===== config.mk =====
export PLATFORM = sky130hd
export DESIGN_NAME = red_queue_drop_decider
export DESIGN_NICKNAME = d
export VERILOG_FILES = /design/src/design/rqdd_pkg.sv /design/src/design/red_queue_drop_decider.sv /design/src/design/rqdd_mul.sv
export SDC_FILE = /design/constraint.sdc
export NUM_CORES = 2
export LEC_CHECK = 0
export BUFFER_PORTS_ARGS = -buffer_cell sky130_fd_sc_hd__buf_4
export CELL_PAD_IN_SITES_DETAIL_PLACEMENT = 1
export CELL_PAD_IN_SITES_GLOBAL_PLACEMENT = 1
export CORE_ASPECT_RATIO = 0.9
export CORE_UTILIZATION = 25
export CTS_CLUSTER_SIZE = 12
export DETAILED_ROUTE_END_ITERATION = 16
export MAX_ROUTING_LAYER = met4
export PLACE_DENSITY = 0.46
export SYNTH_ARGS = -nofsm -noshare
export SYNTH_HDL_FRONTEND = slang
export SYNTH_SLANG_ARGS = --single-unit

===== constraint.sdc =====
create_clock -name clk -period 24.5 [get_ports clk]
set_clock_uncertainty 0.05 [all_clocks]
set_input_delay 4.9 -clock clk [delete_from_list [all_inputs] [get_ports clk]]
set_output_delay 4.9 -clock clk [all_outputs]
set_load 0.05 [all_outputs]

===== src/design/rqdd_pkg.sv =====
`default_nettype none
package rqdd_pkg;

  localparam int QUEUE_BITS    = 20;
  localparam int FRAC_BITS     = 16;
  localparam int IDLE_EXP_BITS = 16;
  localparam int AVG_BITS      = QUEUE_BITS + FRAC_BITS;
  localparam int PROB_BITS     = FRAC_BITS + 1;
  localparam int PROD_BITS     = AVG_BITS + PROB_BITS;
  localparam int TIME_BITS     = 32;
  localparam int TAG_BITS      = 32;
  localparam int CNT_BITS      = 32;
  localparam int CFG_IDX_BITS  = 3;
  localparam int CFG_DATA_BITS = (QUEUE_BITS > PROB_BITS) ? QUEUE_BITS : PROB_BITS;
  localparam int QCNT_BITS     = $clog2(PROB_BITS);

  localparam logic [PROB_BITS-1:0] ONE_FX = {1'b1, {FRAC_BITS{1'b0}}};

  localparam logic MODE_ARRIVAL = 1'b0;
  localparam logic MODE_NOTICE  = 1'b1;

  localparam logic VERDICT_PASS = 1'b0;
  localparam logic VERDICT_DROP = 1'b1;

  localparam logic [CFG_IDX_BITS-1:0] REG_MIN_TH  = 3'd0;
  localparam logic [CFG_IDX_BITS-1:0] REG_MAX_TH  = 3'd1;
  localparam logic [CFG_IDX_BITS-1:0] REG_P_MIN   = 3'd2;
  localparam logic [CFG_IDX_BITS-1:0] REG_P_MAX   = 3'd3;
  localparam logic [CFG_IDX_BITS-1:0] REG_WEIGHT  = 3'd4;

  typedef enum logic [3:0] {
    ST_IDLE,
    ST_EW_A,
    ST_EW_B,
    ST_EW_SUM,
    ST_DC_R,
    ST_DC_B,
    ST_DC_BW,
    ST_DC_AVG,
    ST_DC_AVGW,
    ST_PR_CMP,
    ST_PR_MULW,
    ST_PR_DIV,
    ST_PR_FIX,
    ST_FINISH
  } state_t;

  typedef struct packed {
    logic [AVG_BITS-1:0]  a;
    logic [PROB_BITS-1:0] b;
  } mul_op_t;

  function automatic logic [PROB_BITS-1:0] sat_one(input logic [PROB_BITS-1:0] v);
    sat_one = (v > ONE_FX) ? ONE_FX : v;
  endfunction

endpackage
`default_nettype wire


===== src/design/red_queue_drop_decider.sv =====
// Notice (mode 1): taken without leaving the idle state, no result.
// Arrival (mode 0): the average is updated as a weighted mean on a non-empty queue, or
// decayed by square-and-multiply rounds on the one shared multiplier on an empty queue;
// inside the open threshold band the probability is interpolated (17-step divide).
// No new request is taken until the result is in the output register. Synchronous reset
// clears state, configuration, queue state, average, drop count and out_valid.
`default_nettype none
module red_queue_drop_decider import rqdd_pkg::*; (
  input  wire logic                     clk,
  input  wire logic                     rst,
  input  wire logic                     cfg_write,
  input  wire logic [CFG_IDX_BITS-1:0]  cfg_index,
  input  wire logic [CFG_DATA_BITS-1:0] cfg_data,
  input  wire logic                     in_valid,
  output      logic                     in_stall,
  input  wire logic                     mode,
  input  wire logic [TIME_BITS-1:0]     now_ms,
  input  wire logic [QUEUE_BITS-1:0]    queue_length,
  input  wire logic [FRAC_BITS-1:0]     random_value,
  input  wire logic [TAG_BITS-1:0]      packet_tag,
  output      logic                     out_valid,
  input  wire logic                     out_stall,
  output      logic                     verdict,
  output      logic [TAG_BITS-1:0]      tag_out,
  output      logic [PROB_BITS-1:0]     probability_out,
  output      logic [AVG_BITS-1:0]      average_out,
  output      logic [CNT_BITS-1:0]      drops_so_far
);

  state_t state, state_next;

  logic [QUEUE_BITS-1:0]    min_th, max_th;
  logic [PROB_BITS-1:0]     p_min, p_max, weight;
  logic [QUEUE_BITS-1:0]    last_q;
  logic [TIME_BITS-1:0]     empty_since;
  logic [AVG_BITS-1:0]      avg;
  logic [PROB_BITS-1:0]     prob;
  logic [CNT_BITS-1:0]      drop_counter;

  logic [FRAC_BITS-1:0]     rnd;
  logic [TAG_BITS-1:0]      tag;
  logic [IDLE_EXP_BITS-1:0] idle;
  logic [PROB_BITS-1:0]     r_fx, b_fx;
  logic [PROD_BITS-1:0]     acc;
  logic [AVG_BITS-1:0]      rem, den;
  logic [PROB_BITS-1:0]     quot, num_lo, diff;
  logic [QCNT_BITS-1:0]     qcnt;
  logic                     p_up;

  mul_op_t                  mul_op;
  logic [PROD_BITS-1:0]     prod;

  logic                     in_acc, out_load, drop_now;
  logic [PROB_BITS-1:0]     w, w_inv, pmin_s, pmax_s, diff_c, prob_sel;
  logic [AVG_BITS-1:0]      minf, maxf, qf;
  logic [TIME_BITS-1:0]     elapsed;
  logic [IDLE_EXP_BITS-1:0] idle_sat, idle_shift;
  logic [PROD_BITS-1:0]     ew_sum;
  logic                     in_band;
  logic [AVG_BITS:0]        trial, trial_sub;
  logic                     ge;
  logic [CNT_BITS-1:0]      drops_next;

  rqdd_mul u_mul (
    .clk  (clk),
    .op   (mul_op),
    .prod (prod)
  );

  assign w        = sat_one(weight);
  assign w_inv    = ONE_FX - w;
  assign pmin_s   = sat_one(p_min);
  assign pmax_s   = sat_one(p_max);
  assign diff_c   = (pmax_s >= pmin_s) ? (pmax_s - pmin_s) : (pmin_s - pmax_s);
  assign minf     = {min_th, {FRAC_BITS{1'b0}}};
  assign maxf     = {max_th, {FRAC_BITS{1'b0}}};
  assign qf       = {last_q, {FRAC_BITS{1'b0}}};
  assign elapsed  = now_ms - empty_since;
  assign idle_sat = (|elapsed[TIME_BITS-1:IDLE_EXP_BITS]) ? {IDLE_EXP_BITS{1'b1}}
                                                          : elapsed[IDLE_EXP_BITS-1:0];
  assign idle_shift = idle >> 1;
  assign ew_sum   = acc + prod;
  assign in_band  = (avg > minf) && (avg < maxf);
  assign trial    = {rem, num_lo[PROB_BITS-1]};
  assign trial_sub = trial - {1'b0, den};
  assign ge       = (trial >= {1'b0, den});

  assign in_acc   = in_valid && !in_stall;
  assign out_load = (state == ST_FINISH) && (!out_valid || !out_stall);
  assign drop_now = ({1'b0, rnd} < prob);
  assign drops_next = drop_counter + CNT_BITS'(drop_now);

  always_comb begin
    priority if (avg > maxf) begin
      prob_sel = ONE_FX;
    end else if (avg == maxf) begin
      prob_sel = pmax_s;
    end else if (avg == minf) begin
      prob_sel = pmin_s;
    end else begin
      prob_sel = '0;
    end
  end

  always_comb begin
    state_next = state;
    unique case (state)
      ST_IDLE: begin
        if (in_acc && (mode == MODE_ARRIVAL)) begin
          priority if (last_q != '0) begin
            state_next = ST_EW_A;
          end else if (idle_sat == '0) begin
            state_next = ST_DC_AVG;
          end else if (idle_sat[0]) begin
            state_next = ST_DC_R;
          end else begin
            state_next = ST_DC_B;
          end
        end
      end
      ST_EW_A:    state_next = ST_EW_B;
      ST_EW_B:    state_next = ST_EW_SUM;
      ST_EW_SUM:  state_next = ST_PR_CMP;
      ST_DC_R:    state_next = ST_DC_B;
      ST_DC_B:    state_next = (idle_shift == '0) ? ST_DC_AVG : ST_DC_BW;
      ST_DC_BW:   state_next = idle_shift[0] ? ST_DC_R : ST_DC_B;
      ST_DC_AVG:  state_next = ST_DC_AVGW;
      ST_DC_AVGW: state_next = ST_PR_CMP;
      ST_PR_CMP:  state_next = in_band ? ST_PR_MULW : ST_FINISH;
      ST_PR_MULW: state_next = ST_PR_DIV;
      ST_PR_DIV:  state_next = (qcnt == '0) ? ST_PR_FIX : ST_PR_DIV;
      ST_PR_FIX:  state_next = ST_FINISH;
      ST_FINISH:  state_next = out_load ? ST_IDLE : ST_FINISH;
      default:    state_next = ST_IDLE;
    endcase
  end

  always_comb begin
    in_stall = (state != ST_IDLE);
    mul_op   = '0;
    unique case (state)
      ST_EW_A: begin
        mul_op.a = avg;
        mul_op.b = w_inv;
      end
      ST_EW_B: begin
        mul_op.a = qf;
        mul_op.b = w;
      end
      ST_DC_R: begin
        mul_op.a = AVG_BITS'(r_fx);
        mul_op.b = b_fx;
      end
      ST_DC_B: begin
        mul_op.a = AVG_BITS'(b_fx);
        mul_op.b = b_fx;
      end
      ST_DC_AVG: begin
        mul_op.a = avg;
        mul_op.b = r_fx;
      end
      ST_PR_CMP: begin
        mul_op.a = avg - minf;
        mul_op.b = diff_c;
      end
      default: begin
        mul_op = '0;
      end
    endcase
  end

  always_ff @(posedge clk) begin
    if (rst) begin
      state <= ST_IDLE;
    end else begin
      state <= state_next;
    end
  end

  always_ff @(posedge clk) begin
    if (rst) begin
      min_th <= '0;
      max_th <= '0;
      p_min  <= '0;
      p_max  <= '0;
      weight <= '0;
    end else if (cfg_write) begin
      unique case (cfg_index)
        REG_MIN_TH: min_th <= cfg_data[QUEUE_BITS-1:0];
        REG_MAX_TH: max_th <= cfg_data[QUEUE_BITS-1:0];
        REG_P_MIN:  p_min  <= cfg_data[PROB_BITS-1:0];
        REG_P_MAX:  p_max  <= cfg_data[PROB_BITS-1:0];
        REG_WEIGHT: weight <= cfg_data[PROB_BITS-1:0];
        default: begin
        end
      endcase
    end
  end

  always_ff @(posedge clk) begin
    if (rst) begin
      last_q       <= '0;
      empty_since  <= '0;
      avg          <= '0;
      prob         <= '0;
      drop_counter <= '0;
    end else begin
      unique case (state)
        ST_IDLE: begin
          if (in_acc && (mode == MODE_NOTICE)) begin
            last_q <= queue_length;
            if (queue_length == '0) begin
              empty_since <= now_ms;
            end
          end
        end
        ST_EW_SUM:  avg <= ew_sum[FRAC_BITS +: AVG_BITS];
        ST_DC_AVGW: avg <= prod[FRAC_BITS +: AVG_BITS];
        ST_PR_CMP: begin
          if (!in_band) begin
            prob <= prob_sel;
          end
        end
        ST_PR_FIX:  prob <= p_up ? (pmin_s + quot) : (pmin_s - quot);
        ST_FINISH: begin
          if (out_load) begin
            drop_counter <= drops_next;
          end
        end
        default: begin
        end
      endcase
    end
  end

  always_ff @(posedge clk) begin
    unique case (state)
      ST_IDLE: begin
        if (in_acc) begin
          rnd  <= random_value;
          tag  <= packet_tag;
          r_fx <= ONE_FX;
          b_fx <= w_inv;
          idle <= idle_sat;
        end
      end
      ST_EW_B: acc <= prod;
      ST_DC_B: begin
        if (idle[0]) begin
          r_fx <= prod[FRAC_BITS +: PROB_BITS];
        end
      end
      ST_DC_BW: begin
        b_fx <= prod[FRAC_BITS +: PROB_BITS];
        idle <= idle_shift;
      end
      ST_PR_CMP: begin
        den  <= maxf - minf;
        diff <= diff_c;
        p_up <= (pmax_s >= pmin_s);
      end
      ST_PR_MULW: begin
        rem    <= prod[PROD_BITS-1 -: AVG_BITS];
        num_lo <= prod[PROB_BITS-1:0];
        quot   <= '0;
        qcnt   <= QCNT_BITS'(PROB_BITS - 1);
      end
      ST_PR_DIV: begin
        rem    <= ge ? trial_sub[AVG_BITS-1:0] : trial[AVG_BITS-1:0];
        quot   <= {quot[PROB_BITS-2:0], ge};
        num_lo <= num_lo << 1;
        qcnt   <= qcnt - 1'b1;
      end
      default: begin
      end
    endcase
  end

  always_ff @(posedge clk) begin
    if (rst) begin
      out_valid <= 1'b0;
    end else if (out_load) begin
      out_valid <= 1'b1;
    end else if (!out_stall) begin
      out_valid <= 1'b0;
    end
  end

  always_ff @(posedge clk) begin
    if (out_load) begin
      verdict         <= drop_now ? VERDICT_DROP : VERDICT_PASS;
      tag_out         <= tag;
      probability_out <= prob;
      average_out     <= avg;
      drops_so_far    <= drops_next;
    end
  end

  a_div_rem_below_den: assert property (@(posedge clk) disable iff (rst)
    (state == ST_PR_DIV) |-> (rem < den))
    else $error("divider remainder not below divisor");

  a_quot_bounded: assert property (@(posedge clk) disable iff (rst)
    (state == ST_PR_FIX) |-> (quot <= diff))
    else $error("interpolation step exceeds probability span");

  a_decay_no_growth: assert property (@(posedge clk) disable iff (rst)
    (state == ST_DC_AVGW) |=> (avg <= $past(avg)))
    else $error("idle decay raised the average");

  a_drop_count_step: assert property (@(posedge clk) disable iff (rst)
    out_load |=> (drop_counter == $past(drop_counter) + CNT_BITS'(verdict)))
    else $error("drop count does not follow verdict");

  a_prob_range: assert property (@(posedge clk) disable iff (rst)
    out_valid |-> (probability_out <= ONE_FX))
    else $error("probability above one");

endmodule
`default_nettype wire


===== src/design/rqdd_mul.sv =====
`default_nettype none
module rqdd_mul import rqdd_pkg::*; (
  input  wire logic                 clk,
  input  wire mul_op_t              op,
  output      logic [PROD_BITS-1:0] prod
);

  always_ff @(posedge clk) begin
    prod <= op.a * op.b;
  end

endmodule
`default_nettype wire


; Word level (Yosys, flattened, before mapping)
; Index checks and enable logic that the tools add are counted.
[totals]
register_bits = 666
out_inout_bits = 120
word_cells = 151
[op_classes]
addsub = 12
n_mul = 1
order_cmp = 9
eq_ne = 24
mux = 38
n_bitwise = 1
reduce_logical = 36
[op_table]
columns = cell, count
row1 = $pmux W53 S6, 1
row2 = $mux W17, 12
row3 = $pmux W17 S2, 5
row4 = $pmux W36 S2, 2
row5 = $sub A36 B36 Y36, 3
row6 = $eq A36 B36 Y1, 2
row7 = $gt A36 B36 Y1, 2
row8 = $mul A36 B17 Y53, 1
row9 = $add A52 B52 Y52, 1
row10 = $pmux W4 S13, 1
row11 = $gt A17 B17 Y1 const B, 3
row12 = $sub A17 B17 Y17, 3
row13 = $ge A37 B36 Y1, 1
row14 = $lt A36 B36 Y1, 1
row15 = $mux W36, 1
row16 = $add A32 B1 Y32, 1
row17 = $logic_not A16 Y1, 2
row18 = $mux W16, 2
row19 = $pmux W16 S2, 1
row20 = $sub A32 B32 Y32, 1
row21 = $eq A4 B4 Y1 const B, 6
row22 = $logic_not A20 Y1, 1
row23 = $reduce_and A2 Y1, 10
row24 = $reduce_bool A20 Y1, 1
row25 = other kinds (30), 57

; Depth between registers and ports, before layout
[depth]
word_depth = 8
depth_mapped = 46
mapped_depth_nobuf = 42

; Hierarchy
; Synthesis repeated with hierarchy kept, for this count alone.
[hier_totals]
hier_cells = 6028
hier_area_um2 = 54959.0
[modules_own_cells]
columns = mod, n_inst, cells_per_inst, area_per_inst_um2
row1 = red_queue_drop_decider, 1, 3705, 34608.2
row2 = rqdd_mul, 1, 2323, 20350.8

; Worst setup path before layout
; OpenSTA, ideal clock, no wires.
[synth_path]
path_type = register to register
from = reg p_max[3]
to = reg u_mul.prod[52]
arrival_time_ns = 9.614
t_required_ns = 24.327
slack_ns = 14.714
path_stages_with_launch = 38
cell_sequence = dfxtp_1 nor4_1 nand4_1 nand2_1 clkbuf_1 nand2_1 ha_1 nor2b_1 o21ai_0 a21boi_0 o211a_1 or2_4 a31oi_4 buf_4 mux2i_1 xnor2_1 o221ai_1 clkbuf_1 [... 2 more ...] fa_1 fa_1 inv_1 fa_1 fa_1 inv_1 fa_1 inv_1 ha_1 clkbuf_1 nand4_1 or4_1 o21a_1 o31ai_1 a31oi_1 a2111oi_0 a211oi_1 xnor2_1
[synth_via]
elab_chain_len = 6
elab_cells_between_ends = 8
[synth_lines]
columns = element, line
row1 = start: declaration, red_queue_drop_decider.sv:33  ; logic [PROB_BITS-1:0] p_min, p_max, weight;
row2 = start signal: assignment, red_queue_drop_decider.sv:192  ; REG_P_MAX: p_max <= cfg_data[PROB_BITS-1:0];
row3 = $gt A17 B17 Y1, rqdd_pkg.sv:54  ; sat_one = (v > ONE_FX) ? ONE_FX : v;
row4 = $mux W17 *, rqdd_pkg.sv:54
row5 = $sub A17 B17 Y17 or $ge A17 B17 Y1 (tied branches), red_queue_drop_decider.sv:74  ; assign diff_c = (pmax_s >= pmin_s) ? (pmax_s - pmin_s) : (pmin_s - pmax_s);
row6 = $mux W17 *, red_queue_drop_decider.sv:74
row7 = $pmux W53 S6 *, red_queue_drop_decider.sv:141  ; unique case (state)
row8 = $mul A36 B17 Y53 *, rqdd_mul.sv:9  ; prod <= op.a * op.b;
row9 = end signal: assignment, rqdd_mul.sv:9
row10 = end: declaration, rqdd_mul.sv:5  ; output logic [PROD_BITS-1:0] prod
; Mark *: on every way between the ends. The rest lies on a longest branch, timed or not.
; A chain may end at the register's enable or synchronous reset.

; Worst setup path after layout
[layout_path]
from = reg p_max[11]
to = reg u_mul.prod[46]
; Same word-level chain as after synthesis.

==> impl_metrics.ini <==
[setup_path]
timing.reg2reg.setup_slack_ps = 12440
worst_path_max_delay_cell = sky130_fd_sc_hd__a31oi_4
critPathLaunchType = flip-flop
worst_setup_path_startpoint = p_max[11]
worst_r2r_startpoint = p_max[11]
timing.critical_path.arrival_ps = 12540
reg2reg_depth = 39
timing.critical_path.required_ps = 24980
worstSetupEndpointType = flip-flop
worstSetupPathType = flip-flop to flip-flop
timing_endpoint_of_the_critical_path = u_mul.prod[46]
cp_common_cell = sky130_fd_sc_hd__fa_1
crit_path_max_fanout = 34
crit_path_max_incr_delay_ps = 640
rr_endpoint = u_mul.prod[46]

[synthesis]
synthMuxAreaShare = 0.0100
synthesis.yosys.warnings = 0
synth_enable_flop_cells = 364
post_synth_main_area_contributors = sky130_fd_sc_hd__edfxtp_1 20%, sky130_fd_sc_hd__fa_1 19%, sky130_fd_sc_hd__dfxtp_1 11%, sky130_fd_sc_hd__ha_1 8.2%, sky130_fd_sc_hd__nand2_1 6.7%
most_common_flop_cell_mapped_by_yosys = sky130_fd_sc_hd__edfxtp_1
post_synth_fa_ha_maj_area_fraction = 0.273
yosys.area_share.xor_xnor = 0.0397
synth.cell_area_sq_um = 54100
synth-seq-cells = 650
async_flop_share = 0
netlist_instances = 6005
syn_avg_cell_area_sq_um = 9.01
post_synth_and_or_nand_nor_area_fraction = 0.168
main_combinational_cell_family_by_area_after_synthesis = adder cells
synth.yosys.seq_area_share = 0.308
synth-compound-area-share = 0.125
synth.largest_area_cell = sky130_fd_sc_hd__edfxtp_1
postSynthNetCount = 7006
portion_of_synthesized_cell_area_occupied_by_the_leading_cell_type = 0.202
synth_cell_type_count = 90

[placement]
placedCellCount = 8913
dpl_cell_area_sq_um = 59200
numPortBuffers = 248
finalWeightedCongestion = 0.877
post-dp-hpwl_microns = 168000

[cells_and_area]
final_layout_size_suffix_gt1_frac = 0.0837
design.final.nets = 7150
most_common_library_cell_in_the_layout_ignoring_fill_and_taps = sky130_fd_sc_hd__nand2_1
commonest_non_fill_non_tap_cells_in_the_layout = 969 x sky130_fd_sc_hd__nand2_1, 815 x sky130_fd_sc_hd__inv_1, 516 x sky130_fd_sc_hd__fa_1
syn2layout_area_growth_pct = 14.8
final-instance-count-excl-fill = 9089
final_area_sq_um = 62100

[cts]
clock_latency_on_the_worst_skew_pair_ps = 720
cts_hold_buf = 0
ctsRootBufferMaster = sky130_fd_sc_hd__clkbuf_16
cts_setup_buffers = 0
clock_sink_total = 650
postCtsResizedCells = 0
cts_made_buffers = 86
clock_tree.htree_level_count = 3
clk_transition_reported_paths_ps = 60
cts_tree = done
cts_max_path_buffers = 3

[timing]
slew_headroom = 0.231
fmaxAchievable_ghz = 0.0829
period_needed_ps = 12060
rsz_0062_raised_after_global_routing = no
fin_tns_setup_ps = 0
timing.final.crit_share = 0.492
finalHoldViolations = 0
tightest_slew_ps = 1150
maxSlewViolCount = 0
setup_viol = 0

[power_and_ir_drop]
peakVddDrop_mv = 0.0442
power.static_leakage_uw = 0.0263
power.total_uw = 3350
p_per_area_nw_per_um2 = 53.9

[die]
design.die.area_sq_um = 218000
top_level_ports = 249
initial_utilization = 0.252
num_rows = 161
die_h_microns = 443
die_width_microns = 492
design.core.area_sq_um = 214000

[global_routing]
grt_remaining_overflow = 0
number_of_global_route_vias_before_repair = 45700
grt_util_all_layers = 0.205
grt_pass1_wl_microns = 319000
antenna_found_initial = 18
maximum_number_of_pins_on_one_net_before_global_route_repair = 77

[run_status]
failed_checks = DRC
run_status = complete, but fails checks

[route]
detail-route-antenna-nets = 0
route.detailed.wl_per_inst_microns = 24.1
drt_via_density = 4.79
drc = 20
totalWireLength_microns = 219000
firstDrtPassIters = 13
detailedRoute.firstIterationViolations = 2865
via_count = 43600

[hold_path]
timing.hold.worst.start = tag[1]
min-delay-path-class = flip-flop to flip-flop

[job]
max_cap_viol_count = 0
flip-flops by register name, summed over array words and instances, names as in the netlist, 17 cells and up:
name,flops
p_max,17
r_fx,17
drop_counter,32
tag_out,32
b_fx,17
min_th,20
drops_so_far,32
u_mul.prod,53
quot,17
avg,36
weight,17
p_min,17
prob,17
empty_since,32
average_out,36
num_lo,17
rem,36
last_q,20
acc,52
max_th,20
probability_out,17
den,20
tag,32
power breakdown:
group	leakage [uW]	internal (uW)	switching, uW
sequential	0.00562	1230	50.5
combinational	0.0193	208	560
clock	0.00140	748	551
total	0.0263	2180	1160
critical path: cells and delay by family, from the launching register on:
family | cells | cell delay [ps]
multiplexers | 1 | 280
flip-flops | 1 | 330
adder cells (fa/ha/maj) | 8 | 3850
AO/OA/AOI/OAI | 9 | 2500
AND/OR/NAND/NOR | 12 | 3110
buffers and inverters | 7 | 1160
XOR/XNOR | 2 | 530
how the worst min path moves through the flow:
stage,endpoint,slack (ps),depth (start not counted)
detailed placement,tag_out[4],360,0
finish,tag_out[1],370,0
floorplan,tag_out[0],350,0
CTS,tag_out[1],370,0
global route,tag_out[9],370,0
global placement,tag_out[21],350,0
cells by family after synthesis:
| logic type | after synthesis |
|---|---|
| DFF | 650 |
| buffers and inverters | 1084 |
| muxes | 54 |
| AOI/OAI and AO/OA | 1073 |
| adders and majority gates | 872 |
| and+or+nand+nor | 2028 |
| xor gates and xnor gates | 244 |
metrics by stage:
| stage | utilization | hold WS [ps] | setup slack (ps) |
|---|---|---|---|
| 2_1_floorplan | - | 350 | 14710 |
| 3_3_place_gp | 0.276 | 350 | 12770 |
| 3_5_place_dp | 0.276 | 356 | 12600 |
| 4_1_cts | 0.290 | 371 | 12500 |
| 5_1_grt | 0.290 | 373 | 11720 |
| 6_report | 0.290 | 368 | 12440 |
metal layers:
| metal | wire length (microns) | part of all wire | GRT usage | vias to the layer above |
|---|---|---|---|---|
| met5 | 0 | 0 | - | - |
| met4 | 6160 | 0.028 | 0.0570 | 0 |
| met3 | 11200 | 0.051 | 0.0336 | 223 |
| met2 | 95400 | 0.44 | 0.308 | 929 |
| met1 | 106000 | 0.48 | 0.283 | 22200 |
| li1 | - | - | - | 20200 |
Yosys cell counts (all sizes together) (82+ instances only):
master / n
nand2: 970
inv: 819
fa: 516
nor2: 445
a21oi: 407
edfxtp: 364
ha: 356
dfxtp: 286
clkbuf: 213
o21ai: 196
xnor2: 128
xor2: 116
and2: 103
a21o: 100
nand2b: 82
nand3: 82
cell type report:
| cell class | count | area [sq um] |
|---|---|---|
| Antenna cell | 14 | 35.0 |
| Clock buffer | 119 | 2410 |
| Clock inverter | 43 | 474 |
| Fill cell | 24800 | 152000 |
| Inverter | 819 | 3080 |
| Multi-Input combinational cell | 4271 | 33500 |
| Sequential cell | 650 | 16700 |
| Tap cell | 2852 | 3570 |
| Timing Repair Buffer | 321 | 2420 |
No activity file was read; power rests on OpenSTA's default activity.
